===== config.mk =====
export PLATFORM = sky130hd
export DESIGN_NAME = knn_dist
export DESIGN_NICKNAME = d
export VERILOG_FILES = /design/src/hw/rtl/knn_pkg.sv /design/src/hw/rtl/knn_dist.sv
export SDC_FILE = /design/constraint.sdc
export NUM_CORES = 1
export LEC_CHECK = 0
export BUFFER_PORTS_ARGS = -buffer_cell sky130_fd_sc_hd__buf_4
export CORE_MARGIN = 1
export CORE_UTILIZATION = 40
export CTS_BUF_LIST = sky130_fd_sc_hd__clkbuf_4
export CTS_CLUSTER_SIZE = 28
export DETAILED_ROUTE_END_ITERATION = 8
export MAX_ROUTING_LAYER = met4
export PLACE_DENSITY_LB_ADDON = 0.2
export SLEW_MARGIN = 30
export SYNTH_ARGS = -nofsm -noshare
export SYNTH_HDL_FRONTEND = slang
export SYNTH_SLANG_ARGS = --single-unit

===== constraint.sdc =====
create_clock -name clk -period 8.9 [get_ports clk]
set_input_delay 0.445 -clock clk [delete_from_list [all_inputs] [get_ports clk]]
set_output_delay 0.445 -clock clk [all_outputs]
set_load 0.005 [all_outputs]

===== src/hw/rtl/knn_pkg.sv =====
// shared constants, codes and types of the nearest-neighbour classifier
`timescale 1ns / 1ps

package knn_pkg;

  localparam int TRAIN_DEPTH_DEF  = 128;
  localparam int K_MAX_DEF        = 16;
  localparam int FEATURE_BITS_DEF = 8;

  localparam int NUM_FEAT      = 4;
  localparam int FEAT_IN_BITS  = 8;
  localparam int SLOT_BITS     = 7;
  localparam int OP_BITS       = 2;
  localparam int CLASS_BITS    = 2;
  localparam int NEIGH_BITS    = 5;
  localparam int TCOUNT_BITS   = 8;
  localparam int CFG_DATA_BITS = 8;
  localparam int CFG_IDX_BITS  = 1;
  localparam int COUNT_BITS    = 16;

  localparam logic [NEIGH_BITS-1:0]  NEIGHBOR_RESET = 5'd1;
  localparam logic [TCOUNT_BITS-1:0] TRAIN_RESET    = 8'd100;
  localparam logic [CLASS_BITS-1:0]  CLASS_NONE     = 2'd3;
  localparam logic [COUNT_BITS-1:0]  COUNT_FULL     = 16'hFFFF;

  typedef enum logic [OP_BITS-1:0] {
    OP_LOAD  = 2'd0,
    OP_QUERY = 2'd1,
    OP_CLEAR = 2'd2,
    OP_NOP   = 2'd3
  } op_t;

  typedef enum logic [CFG_IDX_BITS-1:0] {
    CFG_NEIGHBOR_COUNT = 1'b0,
    CFG_TRAIN_COUNT    = 1'b1
  } cfg_idx_t;

  // status of the distance pipeline
  typedef struct packed {
    logic busy;
    logic valid;
  } dist_stat_t;

endpackage


===== src/hw/rtl/knn_dist.sv =====
// pipelined squared-distance unit, one training row per cycle
`timescale 1ns / 1ps

module knn_dist #(
  parameter int  FEATURE_BITS = knn_pkg::FEATURE_BITS_DEF,
  localparam int ROW_W        = knn_pkg::NUM_FEAT * FEATURE_BITS,
  localparam int DW           = 2 * FEATURE_BITS + 2
) (
  input  logic                            clk,
  input  logic                            rst_n,
  input  logic                            in_valid,
  input  logic [ROW_W-1:0]                in_row,
  input  logic [knn_pkg::CLASS_BITS-1:0]  in_cls,
  input  logic [ROW_W-1:0]                query,
  output knn_pkg::dist_stat_t             out_stat,
  output logic [DW-1:0]                   out_dist,
  output logic [knn_pkg::CLASS_BITS-1:0]  out_cls
);
  import knn_pkg::*;

  localparam int SQ_W = 2 * FEATURE_BITS;

  logic                    v1_r, v2_r, v3_r;
  logic [FEATURE_BITS-1:0] diff_r [NUM_FEAT];
  logic [FEATURE_BITS-1:0] diff_nxt [NUM_FEAT];
  logic [SQ_W-1:0]         sq_r [NUM_FEAT];
  logic [SQ_W-1:0]         sq_nxt [NUM_FEAT];
  logic [DW-1:0]           sum_r, sum_nxt;
  logic [CLASS_BITS-1:0]   cls1_r, cls2_r, cls3_r;

  always_comb begin
    logic [FEATURE_BITS-1:0] a, b;
    for (int f = 0; f < NUM_FEAT; f++) begin
      a = query[f*FEATURE_BITS +: FEATURE_BITS];
      b = in_row[f*FEATURE_BITS +: FEATURE_BITS];
      diff_nxt[f] = (a > b) ? (a - b) : (b - a);
    end
  end

  // one squarer per feature lane
  always_comb begin
    for (int f = 0; f < NUM_FEAT; f++) begin
      sq_nxt[f] = SQ_W'(diff_r[f]) * SQ_W'(diff_r[f]);
    end
  end

  assign sum_nxt = (DW'(sq_r[0]) + DW'(sq_r[1])) + (DW'(sq_r[2]) + DW'(sq_r[3]));

  always_ff @(posedge clk) begin
    if (!rst_n) begin
      v1_r <= 1'b0;
      v2_r <= 1'b0;
      v3_r <= 1'b0;
    end else begin
      v1_r <= in_valid;
      v2_r <= v1_r;
      v3_r <= v2_r;
    end
  end

  always_ff @(posedge clk) begin
    diff_r <= diff_nxt;
    sq_r   <= sq_nxt;
    sum_r  <= sum_nxt;
    cls1_r <= in_cls;
    cls2_r <= cls1_r;
    cls3_r <= cls2_r;
  end

  assign out_stat.busy  = v1_r | v2_r | v3_r;
  assign out_stat.valid = v3_r;
  assign out_dist       = sum_r;
  assign out_cls        = cls3_r;

endmodule


-- Word level (Yosys, flattened, before mapping)
Cells that the tools add are included.
- bits in registers: 123
- bits in latches: 0
- memory bits (writable): 0
- ROM bits: 0
- output and inout bits: 22
- memories kept: 0
- add/subtract/negate cells: 11
- multipliers: 4
- div/mod/pow operators: 0
- magnitude comparators: 4
- eq/ne operators: 0
- shift operators: 0
- multiplexer cells: 4
- bitwise gates (word level): 2
- reductions and logical operators: 0
- operators by type and width (kind ; number):
    $mul A8 B8 Y16 ; 4
    $sub A8 B8 Y8 ; 8
    $add A16 B16 Y17 ; 2
    $gt A8 B8 Y1 ; 4
    $mux W8 ; 4
    $add A17 B17 Y18 ; 1
    $or A1 B1 Y1 ; 2

-- Logic depth before layout (Yosys ltp)
- depth after elaboration: 2
- mapped depth: 17
- gate-level depth less buffers: 16

-- Worst setup path before layout
OpenSTA, ideal clock, no wires.
- kind: flip-flop to flip-flop
- from: register diff_r[13] (netlist name)
- to: register sq_r[31] (netlist name)
- library setup time: 0.072 ns
- arrival: 4.155 ns
- path slack: 4.674 ns
- cell stages (with the launch flop): 16
- buffers on the path: 1
- clock period less this slack: 4.226 ns
- cells stage by stage: dfxtp_1 > clkbuf_1 > inv_1 > nor2_1 > fa_1 > fa_1 > inv_1 > fa_1 > fa_1 > inv_1 > ha_1 > o21a_1 > a2111oi_2 > o31ai_1 > a21oi_1 > xor2_1
- RTL lines (element ; line ; text):
    start, declared ; knn_dist.sv:24 ; logic [FEATURE_BITS-1:0] diff_r [NUM_FEAT];
    start signal, assigned ; knn_dist.sv:62 ; diff_r <= diff_nxt;
    end signal, assigned ; knn_dist.sv:63 ; sq_r <= sq_nxt;
    end, declared ; knn_dist.sv:26 ; logic [SQ_W-1:0] sq_r [NUM_FEAT];

==> reports/qor.yml <==
status: "completed"
viasPerCell: 4.77
root_buffer: "clkbuf_4"
cp-start-kind: "flop"
ant_nets: 0
port_buffers: 90
drc: 0
setup_viol: 0
die_w_um: 180
antenna_found_initial: 1
holdBufCountCts: 2
hpwl_um: 20200
setup_tns_ns: 0
clk-insertion-delay-late_ns: 0.55
drv_cap: 0
syn_inst: 1338
clock-sinks: 119
netlist.area_leader.share_pct: 21.7
drv_slew: 0
cts_tree: "built"
hold_violations: 0
clkSlewWorstSetupHoldPaths_ns: 0.13
drt_iter0_markers: 321
core-area_mm2: 0.0309
cts_max_level: 4
grt_use_total_pct: 16.2
dieArea_mm2: 0.0325
yosysSeqAreaShare_pct: 18.7
yosysTopAreaCell: "fa_1"
timing.final.ws_setup_ns: 4.46
die_height_um: 180
grt_max_degree: 17
max_freq_mhz: 225
post-cts-setup-buffer-count: 0
grt_pass1_wl_um: 41800
pre_cts_ws_ns: 4.46
drive_above_1_share_pct: 10.8
synth_edf_count: 0
synth-seq-cells: 119
dr_total_vias: 8786
synth_area_per_cell_um2: 9.51
placed_cells: 1808
crit_fanout: 8
period_share_pct: 49.9
avgRoutedWirePerCell_um: 13.0
nFillCells: 3026
cts_resized: 0
grt_overflow: 0
synth_cell_types: 56
worst_hold_slack_ns: 0.0870
nNetsFinal: 1831
required_ns: 9.33
synth_warnings: 0
synthTopCellsByArea: "fa_1 (22%), ha_1 (19%), dfxtp_1 (19%)"
layout.cells.non_filler: 1843
drt_pass1_iterations: 5
grt_pass1_vias: 9046
syn-cell-area_mm2: 0.0127
fp-row-count: 64
cp-end-kind: "flop"
clk_path_buf_depth: 2
cts_buffers: 17
rsz0062_at_grt: "false"
ios: 91
initial_utilization_pct: 41.2
hold_class: "primary input to flop"
fin_skew_ns: 0.0233
synthArstFlopShare_pct: 0
arrival_ns: 4.87
synth_top_flop_cell: "dfxtp_1"
finalCriticalPeriod_ns: 4.44
path_class: "flop to flop"
gp_congestion: 0.809
area_delta_synth_final_pct: 10.9
wl_um: 23900
-- metrics by stage --
stage | utilization, % | cell area, um^2
detailed placement | 44.7 | 13800
finish | 45.6 | 14100
floorplan | - | 12700
CTS | 45.6 | 14100
global placement | 44.7 | 13800
global route | 45.6 | 14100
-- final timing paths --
check | start | to | slack [ns] | depth (start not counted)
setup / recovery | diff_r[5] | sq_r[14] | 4.46 | 15
hold reg to reg | cls2_r[1] | out_cls[1] | 0.34 | 0
setup reg to reg | diff_r[5] | sq_r[14] | 4.46 | 15
hold / removal | in_valid | v1_r | 0.09 | 2
-- layer usage --
layer	share of wire, %	vias to the layer above	track usage (%)
li1	-	4491	-
met1	49	4183	20.9
met2	47	91	26.6
met3	2.3	21	2.53
met4	1.2	0	3.76
met5	0	-	-
-- cell usage in the layout, fill, tap and decap left out, drive strengths merged, types with 2 or more instances in the layout --
| master | instances |
|---|---|
| inv | 255 |
| ha | 191 |
| fa | 138 |
| dfxtp | 119 |
| and2 | 94 |
| buf | 90 |
| a21oi | 74 |
| xnor2 | 65 |
| nand2 | 56 |
| o21ai | 45 |
| xor2 | 39 |
| nor2 | 32 |
| mux2i | 30 |
| a21o | 25 |
| nor2b | 25 |
| nand2b | 18 |
| clkbuf | 17 |
| nand3 | 14 |
| nor3 | 11 |
| o21bai | 11 |
| and3 | 10 |
| a211oi | 10 |
| a221oi | 8 |
| nand4 | 7 |
| o211ai | 7 |
| a31oi | 7 |
| o22ai | 5 |
| o31ai | 5 |
| conb | 5 |
| or2 | 4 |
| a21boi | 4 |
| clkinvlp | 4 |
| clkinv | 4 |
| a2111oi | 3 |
| a221o | 2 |
| a31o | 2 |
| o21a | 2 |
| dlygate4sd3 | 2 |
-- synth_stat cells (7+ instances only) --
cell and count:
inv_1 249, ha_1 191, fa_1 138, dfxtp_1 119
and2_1 89, a21oi_1 70, xnor2_1 65, nand2_1 56
xor2_1 39, nor2_1 32, mux2i_1 30, o21ai_0 30
a21o_1 25, nor2b_1 25, nand2b_1 18, clkbuf_1 13
nand3_1 13, nor3_1 11, o21bai_1 11, and3_1 10
o21ai_1 10, nand4_1 7
-- layout make-up --
type                            instances  area (um^2)  share of cell area, %
Clock inverter                         15          143                   1.01
Timing Repair Buffer                   92          696                   4.93
Antenna cell                            1         2.50                 0.0177
Sequential cell                       119         2380                   16.9
Tap cell                              396          495                   3.51
Multi-Input combinational cell        954         9330                   66.1
Inverter                              249          935                   6.63
Clock buffer                           17          128                  0.905
-- critical path, cell delays in order, from the launching register on --
cell and delay, ns:
dfxtp_1 0.48, inv_1 0.15, nor2_1 0.25, fa_1 0.49, fa_1 0.54, inv_1 0.05, fa_1 0.46, fa_1 0.49
inv_1 0.04, ha_1 0.29, o21ai_1 0.15, nand2b_1 0.08, a31oi_1 0.33, nor2_1 0.09, a221o_1 0.31, xnor2_1 0.12
-- cells by family (layout without fill, tap and decap cells) --
logic type	count (synthesis)	in the layout	share of synthesized area [%]
multiplexers	30	30	2.36
buffers and inverters	268	373	8.08
other	2	6	0.0590
flip-flops	119	119	18.7
AO/OA/AOI/OAI	212	212	11.5
XOR/XNOR	104	104	7.16
adder cells (fa/ha/maj)	329	329	40.5
AND/OR/NAND/NOR	274	274	11.6
-- flip-flops by register name, indices dropped and copies added (netlist names) --
register,flops
v3_r,1
v2_r,1
out_cls,2
cls2_r,2
diff_r,32
sq_r,60
out_dist,18
v1_r,1
cls1_r,2
Power is left out: the tool's default activity adds up to more than one toggle a clock period on the data nets, which glitch-free logic cannot reach.
