[src/hw/rtl/knn_pkg.sv]
// shared constants, codes and types of the nearest-neighbour classifier
`timescale 1ns / 1ps

package knn_pkg;

  localparam int TRAIN_DEPTH_DEF  = 128;
  localparam int K_MAX_DEF        = 16;
  localparam int FEATURE_BITS_DEF = 8;

  localparam int NUM_FEAT      = 4;
  localparam int FEAT_IN_BITS  = 8;
  localparam int SLOT_BITS     = 7;
  localparam int OP_BITS       = 2;
  localparam int CLASS_BITS    = 2;
  localparam int NEIGH_BITS    = 5;
  localparam int TCOUNT_BITS   = 8;
  localparam int CFG_DATA_BITS = 8;
  localparam int CFG_IDX_BITS  = 1;
  localparam int COUNT_BITS    = 16;

  localparam logic [NEIGH_BITS-1:0]  NEIGHBOR_RESET = 5'd1;
  localparam logic [TCOUNT_BITS-1:0] TRAIN_RESET    = 8'd100;
  localparam logic [CLASS_BITS-1:0]  CLASS_NONE     = 2'd3;
  localparam logic [COUNT_BITS-1:0]  COUNT_FULL     = 16'hFFFF;

  typedef enum logic [OP_BITS-1:0] {
    OP_LOAD  = 2'd0,
    OP_QUERY = 2'd1,
    OP_CLEAR = 2'd2,
    OP_NOP   = 2'd3
  } op_t;

  typedef enum logic [CFG_IDX_BITS-1:0] {
    CFG_NEIGHBOR_COUNT = 1'b0,
    CFG_TRAIN_COUNT    = 1'b1
  } cfg_idx_t;

  // status of the distance pipeline
  typedef struct packed {
    logic busy;
    logic valid;
  } dist_stat_t;

endpackage

[src/hw/rtl/knn_best.sv]
// sorted list of the k nearest samples, one insertion per cycle
`timescale 1ns / 1ps

module knn_best #(
  parameter int  K_MAX     = knn_pkg::K_MAX_DEF,
  parameter int  DIST_BITS = 2 * knn_pkg::FEATURE_BITS_DEF + 2,
  localparam int KW        = $clog2(K_MAX + 1)
) (
  input  logic                            clk,
  input  logic                            rst_n,
  input  logic                            clear,
  input  logic [KW-1:0]                   k,
  input  logic                            in_valid,
  input  logic [DIST_BITS-1:0]            in_dist,
  input  logic [knn_pkg::CLASS_BITS-1:0]  in_cls,
  output logic [knn_pkg::CLASS_BITS-1:0]  out_cls [K_MAX],
  output logic [K_MAX-1:0]                out_vld
);
  import knn_pkg::*;

  logic [DIST_BITS-1:0]  dist_r [K_MAX];
  logic [DIST_BITS-1:0]  dist_nxt [K_MAX];
  logic [CLASS_BITS-1:0] cls_r [K_MAX];
  logic [CLASS_BITS-1:0] cls_nxt [K_MAX];
  logic [DIST_BITS-1:0]  prev_dist [K_MAX];
  logic [CLASS_BITS-1:0] prev_cls [K_MAX];
  logic [K_MAX-1:0]      vld_r, vld_nxt;
  logic [K_MAX-1:0]      ins, ins_prev, en;

  // entry above each slot, the head takes the new sample
  for (genvar g = 0; g < K_MAX; g++) begin : g_ent
    if (g == 0) begin : g_head
      assign prev_dist[g] = in_dist;
      assign prev_cls[g]  = in_cls;
    end else begin : g_rest
      assign prev_dist[g] = dist_r[g-1];
      assign prev_cls[g]  = cls_r[g-1];
    end
  end

  // empty entries count as farther; equal distance keeps the older (lower) slot
  always_comb begin
    for (int i = 0; i < K_MAX; i++) begin
      ins[i] = !vld_r[i] || (dist_r[i] > in_dist);
      en[i]  = in_valid && (KW'(i) < k);
    end
    ins_prev = ins << 1;
    for (int i = 0; i < K_MAX; i++) begin
      dist_nxt[i] = dist_r[i];
      cls_nxt[i]  = cls_r[i];
      if (en[i] && ins[i]) begin
        dist_nxt[i] = ins_prev[i] ? prev_dist[i] : in_dist;
        cls_nxt[i]  = ins_prev[i] ? prev_cls[i] : in_cls;
      end
    end
    // the filled part grows by one entry per insertion until k entries are filled
    vld_nxt = clear ? '0 : (vld_r | (en & ins & ((vld_r << 1) | K_MAX'(1))));
  end

  always_ff @(posedge clk) begin
    if (!rst_n) begin
      vld_r <= '0;
    end else begin
      vld_r <= vld_nxt;
    end
  end

  always_ff @(posedge clk) begin
    dist_r <= dist_nxt;
    cls_r  <= cls_nxt;
  end

  assign out_cls = cls_r;
  assign out_vld = vld_r;

endmodule

[config.mk]
export PLATFORM = sky130hd
export DESIGN_NAME = knn_best
export DESIGN_NICKNAME = d
export VERILOG_FILES = /design/src/hw/rtl/knn_pkg.sv /design/src/hw/rtl/knn_best.sv
export SDC_FILE = /design/constraint.sdc
export NUM_CORES = 1
export LEC_CHECK = 0
export ABC_AREA = 1
export BUFFER_PORTS_ARGS = -buffer_cell sky130_fd_sc_hd__buf_2
export CELL_PAD_IN_SITES_DETAIL_PLACEMENT = 1
export CELL_PAD_IN_SITES_GLOBAL_PLACEMENT = 1
export CORE_UTILIZATION = 35
export DETAILED_ROUTE_END_ITERATION = 10
export PLACE_DENSITY_LB_ADDON = 0.15
export SLEW_MARGIN = 20
export SYNTH_ARGS = -nofsm -noshare
export SYNTH_HDL_FRONTEND = slang
export SYNTH_SLANG_ARGS = --single-unit
[constraint.sdc]
create_clock -name clk -period 10.6 [get_ports clk]
set_input_delay 0.53 -clock clk [delete_from_list [all_inputs] [get_ports clk]]
set_output_delay 0.53 -clock clk [all_outputs]
set_load 0.02 [all_outputs]
======== Word level (Yosys, flattened, before mapping) ========
Cells that the tools add are included.
cells by class
  order comparisons ....................... 32
  multiplexer cells ....................... 30
  bitwise gates (word level) .............. 4
  reduce and logical (&&, ||, !) cells .... 65
operators with widths
  kind                                               count
  greater-than comparator 18 bit                     16
  two-way mux 18 bit                                 15
  < comparator 4 x 5 -> 1 bit, first input constant  8
  bitwise AND 16 bit                                 2
  logical AND 1 bit                                  32
  two-way mux 2 bit                                  15
  < comparator 3 x 5 -> 1 bit, first input constant  4
  zero test 1 bit                                    16
  logical OR 1 bit                                   16
  OR 16 bit                                          1
  < comparator 1 x 5 -> 1 bit, first input constant  2
  < comparator 2 x 5 -> 1 bit, first input constant  2
  OR reduction 2 bit                                 1
  NOT 1 bit                                          1
storage, ports and cells
  register bits after elaboration ......... 336
  output and inout bits ................... 48
  word-level logic and storage cells ...... 164

======== Longest topological paths before layout ========
  word-level depth ........................ 5
  depth in mapped cells ................... 17
  gate-level depth less buffers ........... 14

======== Worst setup path after synthesis ========
Ideal clock, no wire load.
  kind .................................... input -> register
  start point ............................. input in_dist[9]
  end point ............................... register dist_r[162] in the netlist's numbering (enable)
  arrival ................................. 3.676 ns
  required time ........................... 10.172 ns
  path slack .............................. 6.496 ns
  stages .................................. 12
  buffers on the path ..................... 2
  path through ............................ clkbuf_1 -> clkbuf_1 -> inv_1 -> ha_1 -> nand2_1 -> nor2_1 -> nand3_1 -> nand3_1 -> nand2_1 -> nand2_1 -> nand2_1 -> a21boi_0
on the way
  word-level cells in the longest chain between the ends .. 3
RTL lines
  element                         line            text
  start: declaration              knn_best.sv:14  input logic [DIST_BITS-1:0] in_dist,
  greater-than comparator 18 bit  knn_best.sv:44  ins[i] = !vld_r[i] || (dist_r[i] > in_dist);
  logical OR 1 bit                knn_best.sv:44
  logical AND 1 bit               knn_best.sv:51  if (en[i] && ins[i]) begin
  end signal: assignment          knn_best.sv:69  dist_r <= dist_nxt;
  end: declaration                knn_best.sv:21  logic [DIST_BITS-1:0] dist_r [K_MAX];
Every way passes these cells.
A chain may end at the register's enable or synchronous reset.

======== Worst setup path in the final report ========
  start point ............................. input in_dist[17]
  end point ............................... register dist_r[5] in the netlist's numbering (data pin)
on the way
  word-level cells in the longest chain between the ends .. 3
RTL lines
  element                         line            text
  greater-than comparator 18 bit  knn_best.sv:44
  logical OR 1 bit                knn_best.sv:44
  two-way mux 18 bit              knn_best.sv:52  dist_nxt[i] = ins_prev[i] ? prev_dist[i] : in_dist;
Every way passes these cells.

==> metrics.txt <==
register bit count reported by yosys 336; worst IR drop on VDD 0.1152 mV; H-tree Lvls 2; GRT Total Usage 25.07%; CTS root buf clkbuf_16; Post-Route WL 78690 microns; Yosys warnings 0; Fin. Hold Viols 0; xor-xnor portion of the synthesized cell area 0%; clk_skew 0.01640 ns; CP Capture Type flip-flop; drt initial violations 986; area grow syn2layout 11.98%; Clock Path Buffers 3; Post-CTS Hold Buffers 0; largest net degree at the start of global routing 33; R2R Path End dist_r[5]; clk_lat worst skew 0.58 ns; Avg Cell Area, Syn 8.540 sq um; worst r2r src dist_r[27]; critical path arrival 4.95 ns; Post-Syn Area 21910 sq um; RSZ-0062 raised after global routing false; Synth Area in Compound Gates 4.545%; WL per Instance 22.76 microns; post-route minimum period 4.616 ns; crit start category primary input; CP required 10.93 ns; r2r setup slk 7.17 ns; setup bufs post-CTS 0; initial core utilization 35.45%; count of input and output buffers 76; Die W 252.2 microns; max_slew headroom 27.72%; via count 18160; worst-margin pin slew 1.083 ns; layout cells sized above 1 8.247%; sequential share of the synthesized area 45.31%; Die H 252.2 microns; ANT nets after route 0; core area 61830 sq um; drc violations 0; vias in the first global route 19120; max_cap viols 0; hpwl dp 54600 microns; CTS tree yes; Power, Total 3.764 mW; PD cells 153.4 nW/um^2; largest family of logic cells by synthesized area simple AND/OR/NAND/NOR gates; max-slew violations 0; GRT overflow 0; Final Cycle Share 43.55%; Unique masters post-synth 36; Cells on Worst Hold Path 3; hold path start k[4]; CTS Buf Count 43; worst r2r path cells 11; Hold WS 0.3022 ns; status finished, final reports clean; Fin Setup TNS 0 ns; nets 2903; maximum clock rate 216.6 MHz; post-synthesis mux area share 0%; Synth Instances 2566; adder-cell share of the synthesized area 16.44%; commonest non-fill, non-tap cells in the layout 966 x nand2_1, 350 x nand3_1, 320 x edfxtp_1, 288 x ha_1, 148 x inv_1; final setup violating endpoints 0; Via-to-Cell Ratio 5.253; CP Max Fanout 22; initial antenna violation count 3; fin area 24540 sq um; CP Class in -> reg; GPL Wtd Cong 0.8245; leading cell type in the layout, fill and taps excluded nand2_1; Lkg Pwr 11.43 nW; I/O Pins 77; die area 63620 sq um; clk slew on worst S/H paths 0.06 ns; Resized Gates After CTS 0; area post-placement 22960 sq um; worst hold path class in -> reg; Rows 91; TritonRoute pass-1 iters 7; simple logic cell fraction of the synthesized area 27.96%; global-route wire length before repair 118600 microns; Syn Nets 2883; clock tree sinks 336; worst hold endpoint out_vld[15]
## critical path, cell delays in order
cell	delay (ns)
buf_2	0.66
inv_1	0.60
buf_4	0.42
ha_1	0.34
a21oi_1	0.21
o21ai_0	0.11
a21oi_1	0.13
nand2_1	0.07
nand2_1	0.70
nand2_1	0.81
nand2_1	0.25
nand2_1	0.06
## state kept, by name, indices dropped and copies added (netlist names)
name     count
out_cls     32
out_vld     16
dist_r     288
## cell usage after synthesis
master	count	area share, %
nand2_1	966	17
nand3_1	350	8.0
edfxtp_1	320	44
ha_1	288	16
inv_1	157	2.7
a21oi_1	117	2.7
nor2_1	106	1.8
clkbuf_1	57	0.98
buf_2	30	0.69
buf_4	22	0.75
a21o_1	19	0.65
o21ai_0	17	0.39
dfxtp_1	16	1.5
nand4_1	13	0.37
nor3_1	13	0.30
buf_1	11	0.19
o21bai_1	11	0.38
nor2_2	10	0.29
buf_6	8	0.41
nand2_2	7	0.20
and2_1	5	0.14
and3_1	4	0.11
a21boi_0	2	0.068
a21oi_2	2	0.080
inv_2	2	0.034
o21a_1	2	0.068
o21ba_2	2	0.091
a21boi_2	1	0.051
nand3b_1	1	0.034
nor2_4	1	0.051
nor3b_2	1	0.057
nor4_1	1	0.029
o21ai_1	1	0.023
o21ai_2	1	0.040
o31ai_1	1	0.034
or2_2	1	0.029
## through the flow
stage               cells  worst slack, ns  utilization, %
floorplan            2566            6.496               -
global placement     3378            5.596           37.11
detailed placement   3378            5.408           37.14
CTS                  3456            6.022           39.57
global route         3456            5.811           39.69
finish               3457            5.984           39.69
## logic make-up (layout without fill, tap and decap cells)
group | Yosys count | in the layout
other | 0 | 1
DFF | 336 | 336
adders and majority gates | 288 | 288
AOI/OAI and AO/OA | 176 | 176
buffers and inverters | 287 | 340
and+or+nand+nor | 1479 | 1479
## per-layer routing
| metal | up-vias | GRT usage (%) | routed length [microns] |
|---|---|---|---|
| li1 | 8714 | - | - |
| met1 | 8915 | 31.71 | 34480 |
| met2 | 372 | 42.57 | 37630 |
| met3 | 158 | 3.975 | 3467 |
| met4 | 0 | 10.15 | 3116 |
| met5 | - | 0 | 0 |
## report_power, final
part           switching, mW  internal, mW
logic                  0.410         0.164
clock network          0.606         0.969
registers             0.0576          1.56
total                   1.07          2.69
## final cells by class
class	count	area [sq um]
clock buffer	57	1251
inverter	159	596.8
tap	837	1047
multi-input combinational	1943	10880
fill	7252	37290
antenna	1	2.502
sequential	336	9930
timing repair buffer	103	583.1
clock inverter	21	247.7
## how the worst max path moves through the flow
stage | from | endpoint | slack [ns] | cells past startpoint
2_1_floorplan | in_dist[9] | dist_r[162] | 6.50 | 12
3_3_place_gp | in_dist[17] | dist_r[9] | 5.60 | 12
3_5_place_dp | in_dist[17] | dist_r[35] | 5.41 | 10
4_1_cts | in_dist[17] | out_cls[4] | 6.02 | 12
5_1_grt | in_dist[17] | dist_r[5] | 5.81 | 12
6_report | in_dist[17] | dist_r[5] | 5.98 | 12
No activity file was read; power rests on OpenSTA's default activity.
